==> config.mk <==
export PLATFORM = sky130hd
export DESIGN_NAME = ffha_ctrl
export DESIGN_NICKNAME = d
export VERILOG_FILES = /design/src/hdl/ffha_pkg.sv /design/src/hdl/ffha_ctrl.sv
export SDC_FILE = /design/constraint.sdc
export NUM_CORES = 1
export LEC_CHECK = 0
export BUFFER_PORTS_ARGS = -buffer_cell sky130_fd_sc_hd__buf_2
export CAP_MARGIN = 20
export CORE_UTILIZATION = 47
export DETAILED_ROUTE_END_ITERATION = 12
export PLACE_DENSITY = 0.72
export REMOVE_ABC_BUFFERS = 1
export SYNTH_ARGS = -nofsm -noshare
export SYNTH_HDL_FRONTEND = slang
export SYNTH_SLANG_ARGS = --single-unit
==> constraint.sdc <==
create_clock -name clk_i -period 2 [get_ports clk_i]
set_input_delay 0.6 -clock clk_i [delete_from_list [all_inputs] [get_ports clk_i]]
set_output_delay 0.6 -clock clk_i [all_outputs]
set_load 0.02 [all_outputs]
==> src/hdl/ffha_pkg.sv <==
// ----------------------------------------------------------------------------
// First-fit heap allocator package
// Arena geometry, header layout, status codes and the controller to datapath
// command and status types.
// ----------------------------------------------------------------------------
package ffha_pkg;

  localparam int ARENA_BYTES  = 65536;
  localparam int ALIGN_BYTES  = 16;
  localparam int HEADER_BYTES = 48;
  localparam int GRANULES     = ARENA_BYTES / ALIGN_BYTES;
  localparam int GRAN_W       = $clog2(GRANULES);
  localparam int ALIGN_W      = $clog2(ALIGN_BYTES);
  localparam int OFF_W        = $clog2(ARENA_BYTES) + 2;
  localparam int SIZE_W       = $clog2(ARENA_BYTES) + 1;

  localparam int THR_W     = 17;
  localparam int MSPL_W    = 11;
  localparam int CFG_W     = 17;
  localparam int CFG_IDX_W = 1;
  localparam int REQ_W     = 16;
  localparam int ADDR_W    = 16;
  localparam int STATUS_W  = 3;

  localparam logic [THR_W-1:0]  THR_RESET  = THR_W'(32768);
  localparam logic [MSPL_W-1:0] MSPL_RESET = MSPL_W'(32);

  localparam logic [CFG_IDX_W-1:0] CFG_DED_THR   = 1'b0;
  localparam logic [CFG_IDX_W-1:0] CFG_MIN_SPLIT = 1'b1;

  localparam logic CMD_ALLOC = 1'b0;
  localparam logic CMD_FREE  = 1'b1;

  localparam logic [STATUS_W-1:0] ST_DONE      = 3'd0;
  localparam logic [STATUS_W-1:0] ST_ZERO_SIZE = 3'd1;
  localparam logic [STATUS_W-1:0] ST_NO_SPACE  = 3'd2;
  localparam logic [STATUS_W-1:0] ST_DEDICATED = 3'd3;
  localparam logic [STATUS_W-1:0] ST_FREE_IGN  = 3'd4;

  typedef struct packed {
    logic              valid;
    logic              free;
    logic [SIZE_W-1:0] size;
    logic [GRAN_W-1:0] prev;
  } hdr_t;

  typedef enum logic [4:0] {
    OP_NONE,
    OP_CLR,
    OP_LOAD,
    OP_RD_H,
    OP_SCAN_NEXT,
    OP_TAKE_A,
    OP_RD_N,
    OP_W_BI_NOSPL,
    OP_W_SPLIT,
    OP_W_ON,
    OP_W_BI_SPL,
    OP_TAKE_F,
    OP_ABSORB,
    OP_W_NPREV,
    OP_W_CUR,
    OP_RD_PV,
    OP_TAKE_P
  } dp_op_e;

  typedef struct packed {
    dp_op_e              op;
    logic                res_we;
    logic [STATUS_W-1:0] res_code;
  } dp_cmd_t;

  typedef struct packed {
    logic clr_last;
    logic is_free_cmd;
    logic req_zero;
    logic free_bad;
    logic scan_end;
    logic fit;
    logic dedicated;
    logic split;
    logic n_beyond;
    logic rd_valid;
    logic rd_free;
    logic absorbed;
    logic pv_zero;
  } dp_flags_t;

endpackage

==> src/hdl/ffha_ctrl.sv <==
// ----------------------------------------------------------------------------
// First-fit heap allocator controller
// Sequences store clearing, the first-fit walk, splitting and coalescing.
// ----------------------------------------------------------------------------
module ffha_ctrl (
  input  logic                clk_i,
  input  logic                rst_ni,
  input  logic                start,
  output logic                busy,
  input  ffha_pkg::dp_flags_t flags_i,
  output ffha_pkg::dp_cmd_t   cmd_o
);

  localparam logic [4:0] S_CLR   = 5'd0;
  localparam logic [4:0] S_IDLE  = 5'd1;
  localparam logic [4:0] S_DISP  = 5'd2;
  localparam logic [4:0] S_A_RD  = 5'd3;
  localparam logic [4:0] S_A_CHK = 5'd4;
  localparam logic [4:0] S_A_SPL = 5'd5;
  localparam logic [4:0] S_A_SPW = 5'd6;
  localparam logic [4:0] S_A_ONW = 5'd7;
  localparam logic [4:0] S_A_BIW = 5'd8;
  localparam logic [4:0] S_F_RD  = 5'd9;
  localparam logic [4:0] S_F_CHK = 5'd10;
  localparam logic [4:0] S_M_RD  = 5'd11;
  localparam logic [4:0] S_M_CHK = 5'd12;
  localparam logic [4:0] S_M_END = 5'd13;
  localparam logic [4:0] S_P_RD  = 5'd14;
  localparam logic [4:0] S_P_CHK = 5'd15;
  localparam logic [4:0] S_RES   = 5'd16;

  logic [4:0] state_q, state_d;
  logic [ffha_pkg::STATUS_W-1:0] code_q, code_d;
  logic phase_q, phase_d;

  always_comb begin
    state_d = state_q;
    code_d  = code_q;
    phase_d = phase_q;
    cmd_o   = '{op: ffha_pkg::OP_NONE, res_we: 1'b0, res_code: code_q};
    case (state_q)
      S_CLR: begin
        cmd_o.op = ffha_pkg::OP_CLR;
        if (flags_i.clr_last) state_d = S_IDLE;
      end
      S_IDLE: begin
        if (start) begin
          cmd_o.op = ffha_pkg::OP_LOAD;
          state_d  = S_DISP;
        end
      end
      S_DISP: begin
        phase_d = 1'b0;
        if (flags_i.is_free_cmd) begin
          if (flags_i.free_bad) begin
            code_d  = ffha_pkg::ST_FREE_IGN;
            state_d = S_RES;
          end else begin
            state_d = S_F_RD;
          end
        end else if (flags_i.req_zero) begin
          code_d  = ffha_pkg::ST_ZERO_SIZE;
          state_d = S_RES;
        end else begin
          state_d = S_A_RD;
        end
      end
      S_A_RD: begin
        cmd_o.op = ffha_pkg::OP_RD_H;
        state_d  = S_A_CHK;
      end
      S_A_CHK: begin
        if (flags_i.scan_end) begin
          code_d  = flags_i.dedicated ? ffha_pkg::ST_DEDICATED : ffha_pkg::ST_NO_SPACE;
          state_d = S_RES;
        end else if (flags_i.fit) begin
          cmd_o.op = ffha_pkg::OP_TAKE_A;
          state_d  = S_A_SPL;
        end else begin
          cmd_o.op = ffha_pkg::OP_SCAN_NEXT;
          state_d  = S_A_RD;
        end
      end
      S_A_SPL: begin
        code_d = ffha_pkg::ST_DONE;
        if (flags_i.split) begin
          cmd_o.op = ffha_pkg::OP_RD_N;
          state_d  = S_A_SPW;
        end else begin
          cmd_o.op = ffha_pkg::OP_W_BI_NOSPL;
          state_d  = S_RES;
        end
      end
      S_A_SPW: begin
        cmd_o.op = ffha_pkg::OP_W_SPLIT;
        state_d  = S_A_ONW;
      end
      S_A_ONW: begin
        cmd_o.op = ffha_pkg::OP_W_ON;
        state_d  = S_A_BIW;
      end
      S_A_BIW: begin
        cmd_o.op = ffha_pkg::OP_W_BI_SPL;
        state_d  = S_RES;
      end
      S_F_RD: begin
        cmd_o.op = ffha_pkg::OP_RD_H;
        state_d  = S_F_CHK;
      end
      S_F_CHK: begin
        if (!flags_i.rd_valid || flags_i.rd_free) begin
          code_d  = ffha_pkg::ST_FREE_IGN;
          state_d = S_RES;
        end else begin
          cmd_o.op = ffha_pkg::OP_TAKE_F;
          code_d   = ffha_pkg::ST_DONE;
          state_d  = S_M_RD;
        end
      end
      S_M_RD: begin
        if (flags_i.n_beyond) begin
          state_d = S_M_END;
        end else begin
          cmd_o.op = ffha_pkg::OP_RD_N;
          state_d  = S_M_CHK;
        end
      end
      S_M_CHK: begin
        if (flags_i.rd_valid && flags_i.rd_free) begin
          cmd_o.op = ffha_pkg::OP_ABSORB;
          state_d  = S_M_RD;
        end else begin
          // The block that now follows the merged one points back at it.
          if (flags_i.rd_valid && flags_i.absorbed) cmd_o.op = ffha_pkg::OP_W_NPREV;
          state_d = S_M_END;
        end
      end
      S_M_END: begin
        cmd_o.op = ffha_pkg::OP_W_CUR;
        if (!phase_q && !flags_i.pv_zero) state_d = S_P_RD;
        else                              state_d = S_RES;
      end
      S_P_RD: begin
        cmd_o.op = ffha_pkg::OP_RD_PV;
        state_d  = S_P_CHK;
      end
      S_P_CHK: begin
        if (flags_i.rd_valid && flags_i.rd_free) begin
          cmd_o.op = ffha_pkg::OP_TAKE_P;
          phase_d  = 1'b1;
          state_d  = S_M_RD;
        end else begin
          state_d = S_RES;
        end
      end
      S_RES: begin
        cmd_o.res_we = 1'b1;
        state_d      = S_IDLE;
      end
      default: begin
        state_d = S_IDLE;
      end
    endcase
  end

  always_ff @(posedge clk_i or negedge rst_ni) begin
    if (!rst_ni) begin
      state_q <= S_CLR;
      code_q  <= ffha_pkg::ST_DONE;
      phase_q <= 1'b0;
    end else begin
      state_q <= state_d;
      code_q  <= code_d;
      phase_q <= phase_d;
    end
  end

  assign busy = (state_q != S_IDLE);

  a_accept_busy: assert property (@(posedge clk_i) disable iff (!rst_ni)
    (start && !busy) |=> busy) else $error("accepted transaction did not start work");
  a_res_idle: assert property (@(posedge clk_i) disable iff (!rst_ni)
    (state_q == S_RES) |=> (state_q == S_IDLE)) else $error("result step not followed by idle");

endmodule
Yosys cells after proc, flatten, opt, wreduce, memory -nomap -nowiden

Index checks and enable logic that the tools add are counted.
Widths: inputs -> output; s select.

Flip-flop bits (word level): 9
Input bits: 16
Output and inout bits: 10

Eq/ne operators: 23
Muxes and demuxes: 34
Reductions and logical operators: 14

Operators by type and width:

| cell               | count |
|---|---|
| $pmux 5 s16        | 1 |
| $pmux 5 s14        | 1 |
| $mux 5             | 11 |
| $eq 5x4->1 const B | 8 |
| $mux 3             | 9 |
| $eq 5x3->1 const B | 4 |
| $mux 4             | 3 |
| $pmux 3 s4         | 1 |
| $eq 5x2->1 const B | 2 |
| $ne 2x2->1 const B | 4 |
| $mux 1             | 6 |
| $ne 3x3->1 const B | 2 |
| $eq 5x1->1 const B | 1 |
| $eq 5x5->1 const B | 1 |
| $logic_not 5->1    | 1 |
| $ne 5x1->1 const B | 1 |
| $reduce_and 2->1   | 2 |
| $reduce_and 4->1   | 1 |
| $reduce_bool 4->1  | 1 |
| $logic_and 1x1->1  | 3 |
| $logic_not 1->1    | 3 |
| $mux 2             | 1 |
| $pmux 1 s2         | 1 |
| $reduce_bool 2->1  | 1 |
| 2 further kinds    | 2 |

Depth between registers and ports, before layout

Gate-level depths: netlist (run 1).

Depth in word-level cells: 4
Gate-level depth with buffers: 6

Worst setup path after synthesis (run 1)

OpenSTA, ideal clock, no wires.

Path type: in2out
From: input port flags_i[2] (netlist bit)
To: output port cmd_o[7] (netlist bit)
Data arrival time: 1691 ps
Required time: 1400 ps
Setup slack: -291 ps
Stages on the path: 4
Path buffers: 0
Path through: nand2b_1 > a2111oi_0 > a31oi_1 > o21ai_0

RTL lines:

| item               | RTL line        | source |
|---|---|---|
| start: declaration | ffha_ctrl.sv:10 | `input ffha_pkg::dp_flags_t flags_i,` |
| end: declaration   | ffha_ctrl.sv:11 | `output ffha_pkg::dp_cmd_t cmd_o` |

==> qor.csv, run 1 <==
stage,metric,value,unit
outcome,status,"complete, but fails checks",
outcome,violations,negative setup slack,
global_routing,grt_max_degree,19,
timing,maxSlewViolCount,0,
logic_synthesis,yosysTopAreaCellShare,22.3,%
routing,drc,0,
logic_synthesis,synth.avg_cell_area,7.65,µm²
routing,top_layer_used,met4,
floorplan,start_util,50.9,%
timing,maxSlewHeadroom,73.3,%
logic_synthesis,synth_edf_count,0,
floorplan,fp.dieH,48.4,µm
timing,worst_slack,-0.332,ns
layout,drive_gt1_share,55.2,%
layout,stdcell_count,230,
timing,hold_ws,0.180,ns
power,intPower,0.00134,W
floorplan,dieArea,2340,µm²
clock_tree,cts.clk_slew.worst_paths,0.07,ns
power,seq_power_share,13.1,%
logic_synthesis,syn_inst,132,
placed_design,gp_congestion,0.964,
worst_setup_path,critPathCaptureType,output pin,
timing,finalCritPeriodShare,117,%
placed_design,io_buffers,25,
timing,layout_min_cycle_time,2.33,ns
logic_synthesis,yosys-top-cells-area,"dfrtp_1 22%, o21ai_0 5.0%, mux2_4 4.5%",
clock_tree,root_buffer,clkbuf_4,
worst_setup_path,cpMostUsedCell,buf_6,
logic_synthesis,ys_ff_latch,9,
routing,antenna_left,0,
global_routing,grt_usage,33.4,%
layout,final_util,88.5,%
global_routing,grt_pass1_vias,1307,
routing,drtIter0Drc,100,
power,total_power,0.00243,W
placed_design,post-place-cells,216,
routing,wl_per_cell,19.1,µm
routing,wl_met1,1690,µm
flow_run,cap_violations,0,
power,swShare,44.6,%
timing,max_freq,0.429,GHz
placed_design,dp_hpwl,2780,µm
logic_synthesis,yosysSeqAreaShare,22.3,%
worst_setup_path,worst_setup_path_start_kind,flop,
floorplan,die_w,48.4,µm
clock_tree,htreeDepth,1,
power,p_per_area,1380,nW/µm²
floorplan,rows,16,
power,p_leak,0.799,nW
clock_tree,clock_latency,0.26,ns
clock_tree,cts_tree,built,
logic_synthesis,ys.flop_type,dfrtp_1,
clock_tree,cts_sinks,9,
routing,wl_met3,373,µm
power,ir_drop,1.08,mV
global_routing,grt_first_pass_wirelength,6070,µm
routing,first_pass_iters,4,
routing,dr_total_vias,1464,
worst_setup_path,max_stage_delay,0.47,ns
floorplan,boundaryPins,26,
timing,rsz0062_at_grt,yes,
layout,diodes,0,
worst_setup_path,critPathRequiredTime,1.40,ns
logic_synthesis,yosys_warnings,0,
timing,hold_violations,0,
routing,met2_length,2070,µm
power,p_clk_share,6.0,%
clock_tree,clockBufferDepth,2,
routing,drt-total-wl,4390,µm
layout,final_nets,220,
logic_synthesis,synth_cell_type_count,50,
floorplan,fp.coreArea,1980,µm²
power,combPwrFrac,80.9,%
clock_tree,cts_hold_buf,0,
worst_setup_path,crit_type,reg2out,
layout,areaGrowthSynthToFinish,73.7,%
global_routing,grt.overflow.total,0,
power,netSwitchingPower,0.00108,W
timing,tns,-1.48,ns
hold_path,holdCritPathClass,in2async,
worst_setup_path,arrival,1.73,ns
clock_tree,numCtsBuffers,3,
worst_setup_path,crit_slowest_cell,dfrtp_2,
timing,skew,0.00973,ns
logic_synthesis,async_reset_ff_share,100,%
timing,finalSetupViolCount,6,
timing,worstMarginPinSlew,0.397,ns
logic_synthesis,yosysTopAreaCell,dfrtp_1,
logic_synthesis,syn_area,1010,µm²
worst_setup_path,crit_path_max_fanout,6,
routing,via_per_inst,6.37,
worst_setup_path,crit_chain,"buf_6, nor3b_2, o21a_1, or3_1, buf_6",
logic_synthesis,synth_common_cells,"10 x nand2_1, 10 x o21ai_0, 9 x dfrtp_1",
global_routing,antenna_found_initial,0,
## timing repair
action                                  in CTS  in global routing
endpoints found under the setup margin      11                 11
pin swaps                                    4                  7
buffers inserted                             3                  7
resized for setup                           16                 30
## final timing paths
path / start / end / slack, ns / cells past startpoint
worst max-delay path: state_q[2] / cmd_o[5] / -0.33 / 5
worst min-delay path: rst_ni / code_q[0] / 0.18 / 1
worst max register to register: state_q[2] / code_q[2] / 0.02 / 5
worst min register to register: code_q[2] / code_q[2] / 0.51 / 1
max in group asynchronous: rst_ni / state_q[2] / 1.60 / 1
min in group clk_i: code_q[2] / code_q[2] / 0.51 / 1
## cells in the final DEF (no fill, tap or decap), types with 4 or more instances in the layout
cell and n:
buf_4 45, buf_2 20, nand2_1 9, buf_6 9, o21ai_0 8, dfrtp_1 7, nor2_1 6, a31oi_1 4
nand3_1 4, a21oi_1 4, nor3_1 4
## sequential cells by signal, indices dropped and copies added (netlist names)
register,cells
phase_q,1
code_q,3
state_q,5
## cell type report
class                           instances  area (µm²)
Clock buffer                            4        26.3
Fill cell                              94         228
Timing Repair Buffer                   77         599
Multi-Input combinational cell        109         852
Sequential cell                         9         228
Tap cell                               27        33.8
Inverter                                4        15.0
## critical path: cells and delay by family, from the launching register on
| family | cells | cell delay [ns] |
|---|---|---|
| AOI/OAI and AO/OA | 1 | 0.17 |
| DFF | 1 | 0.47 |
| buffers and inverters | 2 | 0.29 |
| and+or+nand+nor | 2 | 0.54 |
## stage by stage
step | cell area [µm²] | setup WS (ns)
after floorplan | 963 | -0.366
after global placement | 1450 | -0.247
after detailed placement | 1450 | -0.329
after CTS | 1550 | -0.290
after global routing | 1750 | -0.368
final | 1750 | -0.332
## cell families after synthesis
kind of cell | Yosys count | synth area share, %
xor gates and xnor gates | 1 | 0.868
buffers and inverters | 14 | 6.07
muxes | 4 | 5.58
and+or+nand+nor | 57 | 31.2
DFF | 9 | 22.3
AOI/OAI and AO/OA | 47 | 34.0
## power groups by stage
stage / sequential (W) / clock (W) / combinational, W
after CTS: 0.000306 / 0.000142 / 0.00154
after detailed placement: 0.000308 / 0 / 0.00143
after global routing: 0.000321 / 0.000152 / 0.00207
after floorplan: 0.000415 / 0 / 0.000661
final: 0.000318 / 0.000146 / 0.00196
after global placement: 0.000305 / 0 / 0.00140
## per-layer routing
layer	vias up	track usage, %
li1	642	-
met1	694	41.3
met2	101	58.5
met3	27	2.83
met4	0	15.7
met5	-	0
Power figures use the tool's default switching activity.
==> inputs of run 2 (changes only) <==
--- a/config.mk
+++ b/config.mk
@@ -7,6 +7,7 @@
 export LEC_CHECK = 0
 export BUFFER_PORTS_ARGS = -buffer_cell sky130_fd_sc_hd__buf_2
 export CAP_MARGIN = 20
+export CORE_ASPECT_RATIO = 1.5
 export CORE_UTILIZATION = 47
 export DETAILED_ROUTE_END_ITERATION = 12
 export PLACE_DENSITY = 0.72
==> constraint.sdc (replaced) <==
create_clock -name clk_i -period 2 [get_ports clk_i]
set_input_delay 0.3 -clock clk_i [delete_from_list [all_inputs] [get_ports clk_i]]
set_output_delay 0.3 -clock clk_i [all_outputs]
set_load 0.02 [all_outputs]
==> run 2 against run 1 <==
Against the previous run:
- the run still ends with negative setup slack left
- setup slack improved by 0.32 ns
- wire length fell by 19%
- maximum frequency rose by 16%
- final cell count fell by 15%
- non-clock buffer count fell by 30
- cell area fell by 18%
- combinational power fell by 24%
- largest power group unchanged
- critical path type unchanged
- sequential cell count did not move
- first-iteration DRC count fell by 25%
==> qor.csv, run 2 (same netlist as run 1, synthesis figures left out) <==
stage,metric,value,unit,change
hold_path,hold_depth,3,,
clock_tree,clockBufferDepth,2,,unchanged
floorplan,die_w,39.8,µm,was 48.4 µm
clock_tree,htreeDepth,1,,unchanged
global_routing,grtUsageMet3,2.64,%,was 2.83%
timing,hold_violations,0,,unchanged
flow_run,cap_violations,0,,unchanged
worst_setup_path,critPathBufInv,2,,unchanged
outcome,violations,negative setup slack,,unchanged
clock_tree,cts.clk_slew.worst_paths,0.06,ns,was 0.07 ns
layout,areaGrowthSynthToFinish,42.6,%,was 73.7%
worst_setup_path,arrival,1.72,ns,was 1.73 ns
timing,worst_slack,-0.0155,ns,was -0.332 ns
placed_design,post-place-ws,0.136,ns,was -0.329 ns
floorplan,fp.coreArea,2030,µm²,was 1980 µm²
floorplan,fp.dieH,58.8,µm,was 48.4 µm
hold_path,holdCritPathClass,in2reg,,was in2async
power,combPwrFrac,76.0,%,was 80.9%
layout,diodes,0,,unchanged
timing,tns,-0.0342,ns,was -1.48 ns
timing,skew,0.00578,ns,was 0.00973 ns
timing,layout_min_cycle_time,2.02,ns,was 2.33 ns
layout,top_register,state_q,,unchanged
clock_tree,cts_sinks,9,,unchanged
layout,stdcell_count,195,,was 230
power,p_clk_share,7.4,%,was 6.0%
worst_setup_path,reg2reg_depth,5,,unchanged
global_routing,antenna_found_initial,0,,unchanged
routing,via_per_inst,6.74,,was 6.37
outcome,status,"complete, but fails checks",,unchanged
placed_design,dp_hpwl,2420,µm,was 2780 µm
layout,layout_common_cells,"22 x buf_2, 16 x buf_4, 10 x nand2_1",,"was 45 x buf_4, 20 x buf_2, 9 x nand2_1, 9 x buf_6, 8 x o21ai_0"
worst_setup_path,crit_type,reg2out,,unchanged
global_routing,grt.overflow.total,0,,unchanged
power,netSwitchingPower,0.000922,W,was 0.00108 W
routing,wl_per_cell,18.1,µm,was 19.1 µm
floorplan,rows,20,,was 16
worst_setup_path,r2r_setup_slack,0.05,ns,was 0.02 ns
floorplan,dieArea,2340,µm²,about the same
global_routing,grt_max_degree,23,,was 19
global_routing,grt_pass1_vias,1171,,was 1307
placed_design,dpl-instance-area,1230,µm²,was 1450 µm²
floorplan,start_util,49.8,%,was 50.9%
clock_tree,cts_tree,built,,unchanged
routing,drt-total-wl,3530,µm,was 4390 µm
worst_setup_path,worst_setup_path_start_kind,flop,,unchanged
layout,drive_gt1_share,43.9,%,was 55.2%
layout,largest_reg_flops,5,,unchanged
hold_path,worst_hold_path.endpoint,state_q[0],,
routing,antenna_left,0,,unchanged
routing,first_pass_iters,4,,unchanged
global_routing,grt_first_pass_wirelength,5380,µm,was 6070 µm
layout,final_util,71.0,%,was 88.5%
worst_setup_path,r2r-end,code_q[2],,unchanged
timing,worstMarginPinSlew,0.428,ns,was 0.397 ns
placed_design,gp_congestion,1.02,,was 0.964
power,intPower,0.00104,W,was 0.00134 W
timing,maxSlewViolCount,0,,unchanged
power,swShare,47.0,%,was 44.6%
timing,max_freq,0.496,GHz,was 0.429 GHz
global_routing,grt.met2_usage,55.3,%,was 58.5%
power,seq_power_share,16.6,%,was 13.1%
clock_tree,numCtsBuffers,3,,unchanged
worst_setup_path,critPathTopFamily,compound AO/OA/AOI/OAI gates,,was simple AND/OR/NAND/NOR gates
routing,dr_total_vias,1315,,was 1464
layout,top_regs,"state_q (5), code_q (3), phase_q (1)",,unchanged
worst_setup_path,regToRegStartpoint,state_q[3],,was state_q[2]
worst_setup_path,crit_slowest_cell,dfrtp_2,,unchanged
worst_setup_path,max_stage_delay,0.44,ns,was 0.47 ns
clock_tree,clock_latency,0.27,ns,was 0.26 ns
timing,finalSetupViolCount,4,,was 6
hold_path,hold_start,flags_i[12],,
timing,finalCritPeriodShare,101,%,was 117%
power,p_per_area,1360,nW/µm²,was 1380 nW/µm²
layout,final_area,1440,µm²,was 1750 µm²
routing,drc,0,,unchanged
global_routing,grt_usage,32.7,%,was 33.4%
placed_design,post-place-cells,182,,was 216
global_routing,use_met1,38.7,%,was 41.3%
timing,rsz0062_at_grt,yes,,unchanged
global_routing,grt.busiest_layer,met2,,unchanged
worst_setup_path,critPathCaptureType,output pin,,unchanged
layout,final_nets,190,,was 220
worst_setup_path,crit_path_max_fanout,11,,was 6
timing,maxSlewHeadroom,71.4,%,was 73.3%
clock_tree,root_buffer,clkbuf_4,,unchanged
routing,drtIter0Drc,75,,was 100
worst_setup_path,crit_chain,"buf_12, nand2b_1, a211oi_2, nor3_1, a211o_1, buf_2",,"was buf_6, nor3b_2, o21a_1, or3_1, buf_6"
placed_design,io_buffers,25,,unchanged
floorplan,boundaryPins,26,,unchanged
layout,mostFrequentLayoutCell,buf_2,,was buf_4
worst_setup_path,critPathRequiredTime,1.70,ns,was 1.40 ns
power,ir_drop,0.854,mV,was 1.08 mV
power,p_leak,0.637,nW,was 0.799 nW
==> run 2: cell types whose count changed in the layout (fill, tap and decap cells not counted), sizes merged <==
| cell | before | now |
|---|---|---|
| buf | 77 | 45 |
| dlygate4sd3 | 0 | 1 |
| clkbuf | 4 | 5 |
==> run 2: routing by layer <==
layer  vias to the layer above  wire length (µm)
li1                        589                 -
met1                       599              1240
met2                       103              1780
met3                        24               327
met4                         0               182
met5                         -                 0
==> run 2: what timing repair did <==
action | 4_1_cts | 5_1_grt
setup buffers | 5 | 2
cloned | 0 | 1
resized for setup | 17 | 16
pin swaps | 2 | 0
endpoints found under the hold margin | 9 | 0
hold buffers | 1 | 0
setup endpoints to repair | 4 | 5
==> run 2: power groups by stage <==
| stage | Sequential (W) | Combinational (W) | Clock (W) |
|---|---|---|---|
| after floorplan | 0.000415 | 0.000661 | 0 |
| after global placement | 0.000321 | 0.00118 | 0 |
| after detailed placement | 0.000327 | 0.00118 | 0 |
| after CTS | 0.000321 | 0.00130 | 0.000144 |
| after global routing | 0.000334 | 0.00159 | 0.000151 |
| final | 0.000325 | 0.00149 | 0.000145 |
==> run 2: layout make-up <==
type	count	area (µm²)
Sequential cell	9	230
Multi-Input combinational cell	109	788
Clock buffer	4	26.3
Timing Repair Buffer	47	353
Tap cell	22	27.5
Fill cell	156	587
Inverter	4	15.0
==> run 2: tightest hold or removal path, delay by kind of cell <==
| family | cells | cell delay, ns |
|---|---|---|
| buffers and inverters | 1 | 0.07 |
| AO/OA/AOI/OAI | 1 | 0.14 |
| AND/OR/NAND/NOR | 1 | 0.04 |
==> run 2: worst max-delay path by stage <==
stage          startpoint        end  slack, ns  depth (start not counted)
6_report       state_q[1]   cmd_o[4]      -0.02                          6
5_1_grt        state_q[1]   cmd_o[4]      -0.05                          6
4_1_cts        state_q[1]   cmd_o[4]      -0.01                          6
3_5_place_dp   state_q[3]  code_q[2]       0.14                          4
3_3_place_gp   state_q[3]   cmd_o[6]       0.16                          4
2_1_floorplan  state_q[3]   cmd_o[7]      -0.07                          4
==> run 2: through the flow <==
stage / hold slack [ns] / power, W
floorplan: 0.00441 / 0.00108
global placement: 0.160 / 0.00150
detailed placement: 0.165 / 0.00151
CTS: 0.344 / 0.00177
global route: 0.365 / 0.00208
finish: 0.332 / 0.00196
==> inputs of run 3 (changes only) <==
--- a/config.mk
+++ b/config.mk
@@ -11,7 +11,6 @@
 export CORE_UTILIZATION = 47
 export DETAILED_ROUTE_END_ITERATION = 12
 export PLACE_DENSITY = 0.72
-export REMOVE_ABC_BUFFERS = 1
 export SYNTH_ARGS = -nofsm -noshare
 export SYNTH_HDL_FRONTEND = slang
 export SYNTH_SLANG_ARGS = --single-unit
==> run 3 against run 2 <==
Against the previous run:
- clock skew is essentially flat
- via count shrank 2.0%
- the run still ends with negative setup slack left
- global-route usage shrank 0.96 points
- cell area grew 0.17%
- hold slack lost 0.024 ns
- clock power grew 6%
- non-clock buffer count grew 1
==> qor.csv, run 3 (same netlist as run 1, synthesis figures left out) <==
stage,metric,value,unit,change
power,p_clk_share,7.8,%,was 7.4%
clock_tree,clock_latency,0.28,ns,was 0.27 ns
clock_tree,cts_tree,built,,unchanged
outcome,violations,negative setup slack,,unchanged
timing,tns,-0.0226,ns,was -0.0342 ns
timing,skew,0.00613,ns,was 0.00578 ns
layout,fillers,158,,was 156
global_routing,antenna_found_initial,0,,unchanged
layout,top_regs,"state_q (5), code_q (3), phase_q (1)",,unchanged
layout,final_nets,191,,was 190
layout,drive_gt1_share,44.8,%,was 43.9%
layout,multi_input_comb_area,791,µm²,was 788 µm²
global_routing,grt_usage,31.8,%,was 32.7%
placed_design,post-place-cells,181,,was 182
floorplan,fp.coreArea,2030,µm²,unchanged
layout,layout_common_cells,"23 x buf_2, 17 x buf_4, 10 x nand2_1",,"was 22 x buf_2, 16 x buf_4, 10 x nand2_1"
floorplan,boundaryPins,26,,unchanged
hold_path,holdCritPathClass,in2reg,,unchanged
routing,drt-total-wl,3730,µm,was 3530 µm
timing,finalSetupViolCount,3,,was 4
timing,worst_slack,-0.0186,ns,was -0.0155 ns
routing,antenna_left,0,,unchanged
timing,layout_min_cycle_time,2.02,ns,about the same
floorplan,rows,20,,unchanged
floorplan,start_util,49.8,%,unchanged
layout,largest_reg_flops,5,,unchanged
routing,via_per_inst,6.58,,was 6.74
layout,stdcell_count,196,,was 195
clock_tree,root_buffer,clkbuf_4,,unchanged
layout,diodes,0,,unchanged
power,p_per_area,1370,nW/µm²,was 1360 nW/µm²
power,swShare,47.6,%,was 47.0%
global_routing,use_met1,39.0,%,was 38.7%
clock_tree,htreeDepth,1,,unchanged
timing,hold_ws,0.308,ns,was 0.332 ns
routing,drtIter0Drc,77,,was 75
worst_setup_path,crit_chain,"buf_6, nor2b_4, nand2_1, a21oi_2, or3_1, buf_6",,"was buf_12, nand2b_1, a211oi_2, nor3_1, a211o_1, buf_2"
floorplan,fp.dieH,58.8,µm,unchanged
global_routing,grt.met2_usage,51.5,%,was 55.3%
placed_design,dp_hpwl,2410,µm,was 2420 µm
global_routing,grt_first_pass_wirelength,5240,µm,was 5380 µm
clock_tree,cts_sinks,9,,unchanged
timing,hold_violations,0,,unchanged
routing,drc,0,,unchanged
routing,dr_total_vias,1289,,was 1315
timing,maxSlewHeadroom,66.7,%,was 71.4%
layout,areaGrowthSynthToFinish,42.9,%,was 42.6%
routing,wl_per_cell,19.0,µm,was 18.1 µm
global_routing,grtUsageMet3,4.53,%,was 2.64%
layout,top_register,state_q,,unchanged
power,p_leak,0.640,nW,was 0.637 nW
power,seq_power_share,16.0,%,was 16.6%
worst_setup_path,crit_slowest_cell,dfrtp_1,,was dfrtp_2
timing,finalCritPeriodShare,101,%,about the same
worst_setup_path,cpMostUsedCell,buf_6,,
worst_setup_path,max_stage_delay,0.45,ns,was 0.44 ns
logic_synthesis,syn-num-nets,148,,
routing,first_pass_iters,4,,unchanged
floorplan,die_w,39.8,µm,unchanged
power,ir_drop,0.726,mV,was 0.854 mV
worst_setup_path,crit_path_max_fanout,6,,was 11
clock_tree,numCtsBuffers,3,,unchanged
worst_setup_path,crit_type,reg2out,,unchanged
worst_setup_path,critPathRequiredTime,1.70,ns,about the same
power,netSwitchingPower,0.000942,W,was 0.000922 W
worst_setup_path,critPathCaptureType,output pin,,unchanged
worst_setup_path,worst_setup_path_start_kind,flop,,unchanged
global_routing,grt.overflow.total,0,,unchanged
timing,maxSlewViolCount,0,,unchanged
layout,regArea,229,µm²,was 230 µm²
placed_design,io_buffers,25,,unchanged
outcome,status,"complete, but fails checks",,unchanged
global_routing,grt.busiest_layer,met2,,unchanged
worst_setup_path,arrival,1.72,ns,about the same
clock_tree,cts.clk_slew.worst_paths,0.07,ns,was 0.06 ns
flow_run,cap_violations,0,,unchanged
layout,mostFrequentLayoutCell,buf_2,,unchanged
placed_design,gp_congestion,0.948,,was 1.02
power,intPower,0.00104,W,about the same
global_routing,grt_max_degree,23,,unchanged
timing,max_freq,0.495,GHz,was 0.496 GHz
floorplan,dieArea,2340,µm²,unchanged
global_routing,grt_pass1_vias,1184,,was 1171
timing,worstMarginPinSlew,0.487,ns,was 0.428 ns
clock_tree,clockBufferDepth,2,,unchanged
timing,rsz0062_at_grt,yes,,unchanged
power,combPwrFrac,76.2,%,was 76.0%
[run 3: timing repair]
| item | in CTS | in global routing |
|---|---|---|
| resized for setup | 12 | 20 |
| hold buffers | 1 | 0 |
| endpoints found under the hold margin | 9 | 0 |
| gates cloned | 0 | 2 |
| pin swaps | 0 | 5 |
| setup buffers | 4 | 4 |
| setup endpoints to repair | 4 | 5 |
[run 3: layout make-up]
class / count / area share (%)
Inverter: 4 / 1.04
Multi-Input combinational cell: 109 / 54.8
Clock buffer: 4 / 1.82
Timing Repair Buffer: 48 / 24.5
Tap cell: 22 / 1.91
Sequential cell: 9 / 15.9
[run 3: through the flow]
stage,power [W],instance area [µm²],setup slack (ns),util (%)
final,0.00198,1440,-0.0186,71.2
after detailed placement,0.00150,1220,0.153,60.1
after CTS,0.00174,1310,-0.00232,64.6
after global routing,0.00210,1440,-0.0679,71.2
after global placement,0.00148,1220,0.193,60.1
after floorplan,0.00113,1010,0.0153,-
[run 3: power groups by stage]
stage | clock [W] | sequential [W] | combinational (W)
3_5_place_dp | 0 | 0.000312 | 0.00119
3_3_place_gp | 0 | 0.000308 | 0.00117
2_1_floorplan | 0 | 0.000327 | 0.000800
4_1_cts | 0.000155 | 0.000309 | 0.00127
6_report | 0.000154 | 0.000317 | 0.00151
5_1_grt | 0.000165 | 0.000322 | 0.00162
[run 3: worst paths after layout]
kind	cells after the start	slack, ns	startpoint	end
setup reg to reg	4	0.12	state_q[0]	code_q[2]
hold / removal	3	0.31	flags_i[12]	state_q[0]
min in group asynchronous	2	0.39	rst_ni	phase_q
hold reg to reg	1	0.50	code_q[1]	code_q[1]
max in group asynchronous	2	1.40	rst_ni	state_q[1]
setup / recovery	6	-0.02	state_q[0]	cmd_o[5]
[run 3: critical path, delay by kind of cell, from the launching register on]
family	cells	cell delay (ns)
buf+inv	2	0.31
flops	1	0.45
compound gates	1	0.07
simple gates	3	0.61
[run 3: metal layers]
layer	up-vias	routed length (µm)
met3	22	264
li1	585	-
met4	0	199
met1	601	1420
met2	81	1850
met5	-	0
